**config.mk**
```make
export PLATFORM = sky130hd
export DESIGN_NAME = bitstream_reader_exp_golomb
export DESIGN_NICKNAME = d
export VERILOG_FILES = /design/src/sv/bsr_pkg.sv /design/src/sv/bitstream_reader_exp_golomb.sv /design/src/sv/bsr_front.sv /design/src/sv/bsr_fifo.sv /design/src/sv/bsr_back.sv
export SDC_FILE = /design/constraint.sdc
export NUM_CORES = 2
export LEC_CHECK = 0
export BUFFER_PORTS_ARGS = -buffer_cell sky130_fd_sc_hd__buf_2
export CAP_MARGIN = 20
export CORE_MARGIN = 2
export CORE_UTILIZATION = 65
export CTS_BUF_LIST = sky130_fd_sc_hd__clkbuf_8 sky130_fd_sc_hd__clkbuf_16
export DETAILED_ROUTE_END_ITERATION = 8
export PLACE_DENSITY = 0.81
export SYNTH_ARGS = -nofsm -noshare
export SYNTH_HDL_FRONTEND = slang
export SYNTH_SLANG_ARGS = --single-unit
export TNS_END_PERCENT = 10
```
**constraint.sdc**
```tcl
create_clock -name clk_i -period 11.3 [get_ports clk_i]
set_input_delay 2.26 -clock clk_i [delete_from_list [all_inputs] [get_ports clk_i]]
set_output_delay 2.26 -clock clk_i [all_outputs]
set_load 0.1 [all_outputs]
```
**src/sv/bsr_pkg.sv**
```systemverilog
// Package for the Exp-Golomb bitstream reader: request/result structs, op codes,
// status codes, queue sizing and a 32-bit leading-zero count.
// No dependencies.
package bsr_pkg;

  localparam int unsigned BUF_BYTES_DEF = 256;
  localparam int unsigned REQ_W         = 3;
  localparam int unsigned BITCNT_W      = 12;
  localparam int unsigned VALUE_W       = 33;
  localparam int unsigned STATUS_W      = 2;
  localparam int unsigned POS_W         = 12;

  // read window: offset within a byte plus the longest ue/se code (63 bits)
  localparam int unsigned WIN_BYTES     = 9;
  localparam int unsigned MAX_READ_BITS = 32;

  // queue between front and back
  localparam int unsigned QDEPTH = 2;
  localparam int unsigned QPTRW  = $clog2(QDEPTH);
  localparam int unsigned QCNTW  = $clog2(QDEPTH + 1);

  // request codes as they arrive on the port
  localparam logic [REQ_W-1:0] REQ_LOAD    = 3'd0;
  localparam logic [REQ_W-1:0] REQ_READ    = 3'd1;
  localparam logic [REQ_W-1:0] REQ_SKIP    = 3'd2;
  localparam logic [REQ_W-1:0] REQ_UE      = 3'd3;
  localparam logic [REQ_W-1:0] REQ_SE      = 3'd4;
  localparam logic [REQ_W-1:0] REQ_RESTART = 3'd5;

  typedef enum logic [2:0] {
    OP_LOAD,
    OP_READ,
    OP_SKIP,
    OP_UE,
    OP_SE,
    OP_RESTART
  } op_e;

  typedef enum logic [STATUS_W-1:0] {
    ST_OK,
    ST_OVERRUN,
    ST_BAD
  } status_e;

  typedef struct packed {
    logic [REQ_W-1:0]    req_type;
    logic [7:0]          data_byte;
    logic [BITCNT_W-1:0] bit_count;
  } req_t;

  typedef struct packed {
    logic signed [VALUE_W-1:0] value;
    logic [STATUS_W-1:0]       status;
    logic [POS_W-1:0]          position_after;
    logic                      overrun_seen;
  } res_t;

  // classified request as held in the queue
  typedef struct packed {
    op_e                 op;
    logic [7:0]          data_byte;
    logic [BITCNT_W-1:0] bit_count;
    logic                too_long;
  } q_entry_t;

  function automatic logic [5:0] lead_zeros32(input logic [31:0] w);
    logic [5:0] z;
    z = 6'd32;
    for (int i = 0; i < 32; i++) begin
      if (w[i]) begin
        z = 6'(31 - i);
      end
    end
    return z;
  endfunction

endpackage

```
**src/sv/bitstream_reader_exp_golomb.sv**
```systemverilog
// MSB-first bit reader with Exp-Golomb (ue/se) decoding over a byte buffer of
// BUF_BYTES entries. Requests arrive as valid/ready transfers on in_req_i and
// are decoded by a front end into a two-entry queue; the back end owns the byte
// store and read position and runs one request at a time, so the front keeps
// taking transfers while the back works. Load and restart requests give no
// result transfer; undefined request codes are accepted and dropped. Skip,
// and reads that fail or have zero length, complete without a byte fetch. A
// successful read of n bits fetches ceil((pos%8 + n)/8) bytes (at most 5);
// a ue/se decode fetches up to nine bytes from the position (fewer near the
// end of the loaded data). Bytes come through the single read port of the
// byte store, which delivers one byte a cycle. Results leave through an
// output register, so one finished result can wait while the next request
// starts. On a failed request the position moves to the end, the sticky
// overrun flag is set and the value is 0 (read/skip) or -1 (ue/se); status
// reports overrun or bad request (read above 32 bits, zero prefix above 31
// bits).
// Depends on bsr_pkg, bsr_front, bsr_fifo, bsr_back.
module bitstream_reader_exp_golomb import bsr_pkg::*; #(
  parameter int unsigned BUF_BYTES = BUF_BYTES_DEF
) (
  input  logic clk_i,
  input  logic rst_ni,
  input  logic in_valid_i,
  output logic in_ready_o,
  input  req_t in_req_i,
  output logic out_valid_o,
  input  logic out_ready_i,
  output res_t out_res_o
);

  // front -> queue
  logic     q_push, q_full;
  q_entry_t q_in;
  // queue -> back
  logic     q_valid, q_pop;
  q_entry_t q_head;

  bsr_front u_front (
    .in_valid_i (in_valid_i),
    .in_ready_o (in_ready_o),
    .in_req_i   (in_req_i),
    .q_full_i   (q_full),
    .q_push_o   (q_push),
    .q_entry_o  (q_in)
  );

  bsr_fifo u_fifo (
    .clk_i   (clk_i),
    .rst_ni  (rst_ni),
    .push_i  (q_push),
    .entry_i (q_in),
    .full_o  (q_full),
    .pop_i   (q_pop),
    .valid_o (q_valid),
    .head_o  (q_head)
  );

  // back end: byte store, position, decode and result register
  bsr_back #(
    .BUF_BYTES (BUF_BYTES)
  ) u_back (
    .clk_i       (clk_i),
    .rst_ni      (rst_ni),
    .q_valid_i   (q_valid),
    .q_entry_i   (q_head),
    .q_pop_o     (q_pop),
    .out_valid_o (out_valid_o),
    .out_ready_i (out_ready_i),
    .out_res_o   (out_res_o)
  );

endmodule

```
**src/sv/bsr_front.sv**
```systemverilog
// Front end: accepts request transfers, decodes the request code and drops
// undefined codes. Depends on bsr_pkg.
module bsr_front import bsr_pkg::*; (
  input  logic     in_valid_i,
  output logic     in_ready_o,
  input  req_t     in_req_i,
  input  logic     q_full_i,
  output logic     q_push_o,
  output q_entry_t q_entry_o
);

  logic legal;
  op_e  op;

  always_comb begin
    legal = 1'b1;
    op    = OP_LOAD;
    case (in_req_i.req_type)
      REQ_LOAD:    op = OP_LOAD;
      REQ_READ:    op = OP_READ;
      REQ_SKIP:    op = OP_SKIP;
      REQ_UE:      op = OP_UE;
      REQ_SE:      op = OP_SE;
      REQ_RESTART: op = OP_RESTART;
      default:     legal = 1'b0;
    endcase
  end

  assign in_ready_o = !q_full_i;
  // undefined codes are taken and discarded
  assign q_push_o   = in_valid_i && !q_full_i && legal;

  assign q_entry_o.op        = op;
  assign q_entry_o.data_byte = in_req_i.data_byte;
  assign q_entry_o.bit_count = in_req_i.bit_count;
  assign q_entry_o.too_long  = (in_req_i.bit_count > BITCNT_W'(MAX_READ_BITS));

endmodule

```
**src/sv/bsr_fifo.sv**
```systemverilog
// Short request queue between front and back end.
// Depends on bsr_pkg (entry type and depth).
module bsr_fifo import bsr_pkg::*; (
  input  logic     clk_i,
  input  logic     rst_ni,
  input  logic     push_i,
  input  q_entry_t entry_i,
  output logic     full_o,
  input  logic     pop_i,
  output logic     valid_o,
  output q_entry_t head_o
);

  q_entry_t         ent_q [QDEPTH];
  logic [QPTRW-1:0] wr_ptr_q, rd_ptr_q;
  logic [QCNTW-1:0] cnt_q;

  assign full_o  = (cnt_q == QCNTW'(QDEPTH));
  assign valid_o = (cnt_q != '0);
  assign head_o  = ent_q[rd_ptr_q];

  always_ff @(posedge clk_i or negedge rst_ni) begin
    if (!rst_ni) begin
      wr_ptr_q <= '0;
      rd_ptr_q <= '0;
      cnt_q    <= '0;
    end else begin
      if (push_i) begin
        wr_ptr_q <= (wr_ptr_q == QPTRW'(QDEPTH - 1)) ? '0 : wr_ptr_q + 1'b1;
      end
      if (pop_i) begin
        rd_ptr_q <= (rd_ptr_q == QPTRW'(QDEPTH - 1)) ? '0 : rd_ptr_q + 1'b1;
      end
      if (push_i && !pop_i) begin
        cnt_q <= cnt_q + 1'b1;
      end else if (pop_i && !push_i) begin
        cnt_q <= cnt_q - 1'b1;
      end
    end
  end

  always_ff @(posedge clk_i) begin
    if (push_i) begin
      ent_q[wr_ptr_q] <= entry_i;
    end
  end

endmodule

```
**src/sv/bsr_back.sv**
```systemverilog
// Back end: byte store, read position, window fetch and bit extraction,
// Exp-Golomb decode and the result register. Depends on bsr_pkg.
module bsr_back import bsr_pkg::*; #(
  parameter int unsigned BUF_BYTES = BUF_BYTES_DEF
) (
  input  logic     clk_i,
  input  logic     rst_ni,
  input  logic     q_valid_i,
  input  q_entry_t q_entry_i,
  output logic     q_pop_o,
  output logic     out_valid_o,
  input  logic     out_ready_i,
  output res_t     out_res_o
);

  localparam int unsigned CW = $clog2(BUF_BYTES + 1);
  localparam int unsigned AW = $clog2(BUF_BYTES);
  localparam int unsigned PW = CW + 3;
  localparam int unsigned WW = WIN_BYTES * 8;
  localparam int unsigned XW = PW + BITCNT_W;

  localparam logic [2:0] S_IDLE  = 3'd0;
  localparam logic [2:0] S_FETCH = 3'd1;
  localparam logic [2:0] S_ALIGN = 3'd2;
  localparam logic [2:0] S_EXTR  = 3'd3;
  localparam logic [2:0] S_SHIFT = 3'd4;
  localparam logic [2:0] S_DEC   = 3'd5;

  logic [2:0]    state_q, state_d;
  logic [CW-1:0] count_q, count_d;
  logic [PW-1:0] pos_q, pos_d;
  logic          ovf_q, ovf_d;

  logic [PW-1:0] end_bits, left;
  logic [XW-1:0] left_x, n_x;

  // request context and datapath
  logic [CW-1:0]                base_q;
  logic [3:0]                   nb_q, nb_d, iss_q, rcv_q, widx;
  logic                         rdv_q;
  logic [2:0]                   off_q;
  logic [5:0]                   n_q, z_q, zc;
  op_e                          op_q;
  logic [WIN_BYTES-1:0][7:0]    win_q;
  logic [WW-1:0]                al_q, sh_q;

  logic [7:0]    mem_q [BUF_BYTES];
  logic [7:0]    rdata_q;
  logic          mem_we, rd_en, start;
  logic [CW:0]   raddr;
  logic [6:0]    rd_span;
  logic [CW-1:0] rem;

  logic          out_valid_q, out_free, emit;
  res_t          out_res_q, res_d;
  logic [POS_W+PW-1:0] pos_ext;

  logic [31:0] rd_val;
  logic [32:0] cp, ue_val, se_val;
  logic        zbad, zover;

  assign end_bits = {count_q, 3'b000};
  assign left     = end_bits - pos_q;
  assign left_x   = XW'(left);
  assign n_x      = XW'(q_entry_i.bit_count);
  assign out_free = !out_valid_q || out_ready_i;

  // fetch sizing
  assign rd_span = 7'(pos_q[2:0]) + 7'(q_entry_i.bit_count[5:0]) + 7'd7;
  assign rem     = count_q - pos_q[PW-1:3];
  assign raddr   = (CW+1)'(base_q) + (CW+1)'(iss_q);
  assign widx    = 4'(WIN_BYTES - 1) - rcv_q;

  // extraction
  assign rd_val = al_q[WW-1 -: 32] >> (6'd32 - n_q);
  assign zc     = lead_zeros32(al_q[WW-1 -: 32]);
  assign zbad   = (zc == 6'd32) && (left_x >= XW'(32));
  assign zover  = left_x < XW'({zc, 1'b1});
  assign cp     = sh_q[WW-1 -: 33] >> (6'd32 - z_q);
  assign ue_val = cp - 33'd1;
  assign se_val = cp[0] ? (33'd0 - {1'b0, cp[32:1]}) : {1'b0, cp[32:1]};

  always_comb begin
    state_d = state_q;
    count_d = count_q;
    pos_d   = pos_q;
    ovf_d   = ovf_q;
    q_pop_o = 1'b0;
    emit    = 1'b0;
    mem_we  = 1'b0;
    rd_en   = 1'b0;
    start   = 1'b0;
    nb_d    = '0;
    res_d   = '0;
    pos_ext = '0;
    case (state_q)
      S_IDLE: begin
        if (q_valid_i) begin
          case (q_entry_i.op)
            OP_LOAD: begin
              q_pop_o = 1'b1;
              if (count_q < CW'(BUF_BYTES)) begin
                mem_we  = 1'b1;
                count_d = count_q + 1'b1;
              end
            end
            OP_RESTART: begin
              q_pop_o = 1'b1;
              count_d = '0;
              pos_d   = '0;
              ovf_d   = 1'b0;
            end
            OP_READ: begin
              if (q_entry_i.too_long || (left_x < n_x) || (q_entry_i.bit_count == '0)) begin
                if (out_free) begin
                  q_pop_o = 1'b1;
                  emit    = 1'b1;
                  if (q_entry_i.too_long) begin
                    res_d.status = ST_BAD;
                    pos_d        = end_bits;
                    ovf_d        = 1'b1;
                  end else if (left_x < n_x) begin
                    res_d.status = ST_OVERRUN;
                    pos_d        = end_bits;
                    ovf_d        = 1'b1;
                  end
                end
              end else begin
                q_pop_o = 1'b1;
                start   = 1'b1;
                nb_d    = rd_span[6:3];
                state_d = S_FETCH;
              end
            end
            OP_SKIP: begin
              if (out_free) begin
                q_pop_o = 1'b1;
                emit    = 1'b1;
                if (left_x < n_x) begin
                  res_d.status = ST_OVERRUN;
                  pos_d        = end_bits;
                  ovf_d        = 1'b1;
                end else begin
                  pos_d = PW'(XW'(pos_q) + n_x);
                end
              end
            end
            OP_UE, OP_SE: begin
              q_pop_o = 1'b1;
              start   = 1'b1;
              nb_d    = (rem > CW'(WIN_BYTES)) ? 4'(WIN_BYTES) : rem[3:0];
              state_d = S_FETCH;
            end
            default: q_pop_o = 1'b1;
          endcase
        end
      end
      S_FETCH: begin
        rd_en = (iss_q < nb_q);
        if (rcv_q == nb_q) begin
          state_d = S_ALIGN;
        end
      end
      S_ALIGN: state_d = S_EXTR;
      S_EXTR: begin
        if (op_q == OP_READ) begin
          if (out_free) begin
            emit        = 1'b1;
            res_d.value = {1'b0, rd_val};
            pos_d       = pos_q + PW'(n_q);
            state_d     = S_IDLE;
          end
        end else if (zbad || zover) begin
          if (out_free) begin
            emit         = 1'b1;
            res_d.value  = '1;
            res_d.status = zbad ? ST_BAD : ST_OVERRUN;
            pos_d        = end_bits;
            ovf_d        = 1'b1;
            state_d      = S_IDLE;
          end
        end else begin
          state_d = S_SHIFT;
        end
      end
      S_SHIFT: state_d = S_DEC;
      S_DEC: begin
        if (out_free) begin
          emit        = 1'b1;
          res_d.value = (op_q == OP_UE) ? ue_val : se_val;
          pos_d       = pos_q + PW'({z_q, 1'b1});
          state_d     = S_IDLE;
        end
      end
      default: state_d = S_IDLE;
    endcase
    pos_ext              = {{POS_W{1'b0}}, pos_d};
    res_d.position_after = pos_ext[POS_W-1:0];
    res_d.overrun_seen   = ovf_d;
  end

  always_ff @(posedge clk_i or negedge rst_ni) begin
    if (!rst_ni) begin
      state_q     <= S_IDLE;
      count_q     <= '0;
      pos_q       <= '0;
      ovf_q       <= 1'b0;
      iss_q       <= '0;
      rcv_q       <= '0;
      rdv_q       <= 1'b0;
      out_valid_q <= 1'b0;
    end else begin
      state_q <= state_d;
      count_q <= count_d;
      pos_q   <= pos_d;
      ovf_q   <= ovf_d;
      rdv_q   <= rd_en;
      if (start) begin
        iss_q <= '0;
        rcv_q <= '0;
      end else begin
        if (rd_en) begin
          iss_q <= iss_q + 1'b1;
        end
        if (rdv_q) begin
          rcv_q <= rcv_q + 1'b1;
        end
      end
      if (emit) begin
        out_valid_q <= 1'b1;
      end else if (out_ready_i) begin
        out_valid_q <= 1'b0;
      end
    end
  end

  always_ff @(posedge clk_i) begin
    if (start) begin
      base_q <= pos_q[PW-1:3];
      off_q  <= pos_q[2:0];
      n_q    <= q_entry_i.bit_count[5:0];
      op_q   <= q_entry_i.op;
      nb_q   <= nb_d;
      win_q  <= '0;
    end else if (rdv_q) begin
      win_q[widx] <= rdata_q;
    end
    if (state_q == S_ALIGN) begin
      al_q <= win_q << off_q;
    end
    if (state_q == S_EXTR) begin
      z_q <= zc;
    end
    if (state_q == S_SHIFT) begin
      sh_q <= al_q << z_q;
    end
    if (emit) begin
      out_res_q <= res_d;
    end
  end

  // byte store, one write and one registered read port
  always_ff @(posedge clk_i) begin
    if (mem_we) begin
      mem_q[count_q[AW-1:0]] <= q_entry_i.data_byte;
    end
    if (rd_en) begin
      rdata_q <= mem_q[raddr[AW-1:0]];
    end
  end

  assign out_valid_o = out_valid_q;
  assign out_res_o   = out_res_q;

  a_pos_in_range: assert property (@(posedge clk_i) disable iff (!rst_ni)
    pos_q <= end_bits)
    else $error("read position beyond loaded bits");

  a_fetch_bounds: assert property (@(posedge clk_i) disable iff (!rst_ni)
    state_q == S_FETCH |-> (iss_q <= nb_q) && (rcv_q <= iss_q) && (nb_q <= 4'(WIN_BYTES)))
    else $error("window fetch counters out of step");

  a_flag_clear: assert property (@(posedge clk_i) disable iff (!rst_ni)
    $fell(ovf_q) |-> $past(q_pop_o && q_entry_i.op == OP_RESTART))
    else $error("overrun flag cleared without restart");

endmodule
```
==> impl_metrics.tcl <==
set metrics [dict create \
    syn-cell-area_um2 108000 \
    netlist_top_cells_area "edfxtp_1 64%, mux4_2 17%, mux2i_1 3.1%, nor2_1 2.1%, dfxtp_1 1.3%" \
    htreeDepth 4 \
    endpoint_kind "flop" \
    required_ns 11.91 \
    vias 64200 \
    worst_path_most_repeated_cell "mux4_2" \
    cts_tree "yes" \
    synth_top_area_cell "edfxtp_1" \
    synth_nets 6373 \
    die_h_um 411 \
    finalWirelength_mm 317 \
    synth-warning-count 0 \
    ys_ff_latch 2398 \
    async_flop_share 0.0163 \
    relSlewSlack 0.175 \
    die_area_um2 169000 \
    antenna_found_initial 15 \
    ant_nets 0 \
    grt_pass1_vias 63100 \
    power_density_nw_per_um2 306 \
    slowest_stage "fa_4" \
    grt-ovfl-total 0 \
    fin_setup_tns_ns 0 \
    avgSynthCellArea_um2 17.2 \
    clock-root-buffer "clkbuf_16" \
    rsz0062_at_grt "no" \
    path_cells "ha_4 -> fa_4 -> buf_4 -> buf_4 -> mux4_2 -> mux4_2 -> mux4_2 -> mux2i_1 -> mux2i_1" \
    place_congestion 0.954 \
    drc 0 \
    grt_pass1_wl_mm 451 \
    drv_cap 0 \
    dr.pass1.iters 9 \
    clk_pin_slew_ns 0.07 \
    ys.flop_type "edfxtp_1" \
    final_hold_viol_count 0 \
    setup_violations 0 \
    synth_cells 6259 \
    dieWidth_um 411 \
    clk_latency_ns 0.92 \
    final_layout_size_suffix_gt1_frac 0.231 \
    max_stage_delay_ns 1.37 \
    post_cts_resized 0 \
    syn_to_final_growth_pct 9.81 \
    clock_sinks 2398 \
    synth_edf_count 2287 \
    hp-class "flop to flop" \
    yosysSeqAreaShare 0.661 \
    worst_setup_path_start_kind "flop" \
    globalRouteTotalUtil 0.373 \
    crit_type "flop to flop" \
    fillerInstances 9187 \
    min_period_ns 6.44 \
    rows 149 \
    hpwlAfterDp_mm 175 \
    report.final.slew_viol_count 0 \
    skew_ns 0.111 \
    power_mw 36.2 \
    cts_buffers 224 \
    ys_types 92 \
    cp.arrival_ns 7.05 \
    synth_most_common_cell "edfxtp_1" \
    postCtsSetupRepairBufs 0 \
    via_per_inst 7.41 \
    io-pin-count 77 \
    status "completed" \
    synth_top_area_frac 0.639 \
    drt-initial-drc-count 10500 \
    ctsHoldBuffers 0 \
    power_leakage_nw 38.8 \
    fmax_mhz 155 \
    final_cell_area_um2 118000 \
    initial_core_util 0.653 \
    nNetsFinal 6395 \
    cp_max_fo 69 \
    core_area_um2 165000 \
    tightestPinTransition_ns 1.23 \
    wire_per_inst_um 36.6 \
    grt_max_degree 162 \
    clk_path_buf_depth 3 \
    synthTopCellsByCount "2,287 x edfxtp_1, 809 x mux4_2, 590 x nor2_1" \
    max-vdd-ir-drop_mv 0.361 \
    placed_cell_area_um2 110000 \
    fin_crit_sh 0.570 \
    numPortBuffers 76 \
]
==> per-layer routing <==
metal / GRT usage / wire length [um] / vias to the layer above
met5: 0 / 138 / -
li1: - / - / 25200
met3: 0.0768 / 35500 / 1162
met2: 0.591 / 152000 / 5489
met4: 0.195 / 20600 / 18
met1: 0.495 / 108000 / 32300
==> layout by cell type, fill, tap and decap left out, types with 19 or more instances in the layout <==
master	instances
edfxtp_1	2287
mux4_2	809
nor2_1	589
nand2_1	370
mux2i_1	331
clkbuf_16	226
a21oi_1	202
o21ai_0	126
inv_1	116
buf_4	97
ha_1	81
mux2_2	77
buf_2	77
xnor2_1	76
dfxtp_1	72
nor3_1	69
xor2_1	51
clkinv_1	50
clkinv_2	48
nand3_1	44
a31oi_1	39
dfrtp_1	39
o22ai_1	31
a21o_1	29
bufinv_16	28
nor4_1	25
a211oi_1	24
and2_1	23
and3_1	21
nor2b_1	21
o31ai_1	20
nand4_1	20
o211ai_1	19
==> layout make-up <==
cell class              count  area [um2]  share of cell area
flip-flops and latches   2398       71100               0.602
clock buffers             228        5680              0.0481
clock inverters           193        1800              0.0152
inverters                  86         324             0.00274
repair buffers            201        1630              0.0138
multi-input cells        3370       34800               0.295
well taps                2189        2740              0.0232
diodes                      5        12.5            0.000106
==> logic make-up (layout without fill, tap and decap cells) <==
| group | after synthesis | count (layout) | share of synthesized area |
|---|---|---|---|
| multiplexers | 1225 | 1225 | 0.209 |
| AO/OA/AOI/OAI | 657 | 657 | 0.0389 |
| XOR/XNOR | 136 | 136 | 0.0111 |
| AND/OR/NAND/NOR | 1265 | 1265 | 0.0514 |
| adder cells (fa/ha/maj) | 87 | 87 | 0.0105 |
| buffers and inverters | 491 | 708 | 0.0178 |
| flip-flops | 2398 | 2398 | 0.661 |
| other | 0 | 5 | 0 |
==> sequential cells by signal, summed over array words and instances, names as in the netlist, 4 cells and up <==
signal and count:
u_back.mem_q 2048, u_back.al_q 72, u_back.win_q 72, u_back.out_res_o 48, u_fifo.ent_q 48, u_back.sh_q 33
u_back.pos_q 12, u_back.count_q 9, u_back.base_q 8, u_back.rdata_q 8, u_back.n_q 6, u_back.z_q 6
u_back.iss_q 4, u_back.nb_q 4, u_back.rcv_q 4
==> metrics by stage <==
step	cells	util	worst slack, ns	hold WS, ns
finish	8670	0.717	4.86	0.510
global route	8666	0.717	4.80	0.549
CTS	8644	0.715	5.05	0.506
detailed placement	8223	0.669	5.12	0.486
global placement	8219	0.669	5.17	0.466
floorplan	6259	-	4.39	0.451
==> critical path, delay by kind of cell (launching register included) <==
| kind | cells | cell delay, ns |
|---|---|---|
| adder cells (fa/ha/maj) | 2 | 1.58 |
| buffers and inverters | 2 | 1.85 |
| flip-flops | 1 | 0.47 |
| multiplexers | 5 | 2.12 |
==> power breakdown <==
part	internal, mW	switching [mW]	leakage [nW]
Clock	4.31	3.62	3.78
Combinational	6.55	9.95	13.3
Sequential	11.2	0.581	21.7
==> final timing paths <==
path	start	to	slack [ns]	cells after the start
worst max-delay path	u_back.iss_q[0]	u_back.rdata_q[6]	4.86	9
worst min-delay path	u_back.win_q[71]	u_back.win_q[71]	0.51	2
worst max register to register	u_back.iss_q[0]	u_back.rdata_q[6]	4.86	9
worst min register to register	u_back.win_q[71]	u_back.win_q[71]	0.51	2
max in group asynchronous	rst_ni	u_back.pos_q[3]	9.50	2
min in group asynchronous	rst_ni	u_fifo.rd_ptr_q	1.28	1
Power figures use the tool's default switching activity.
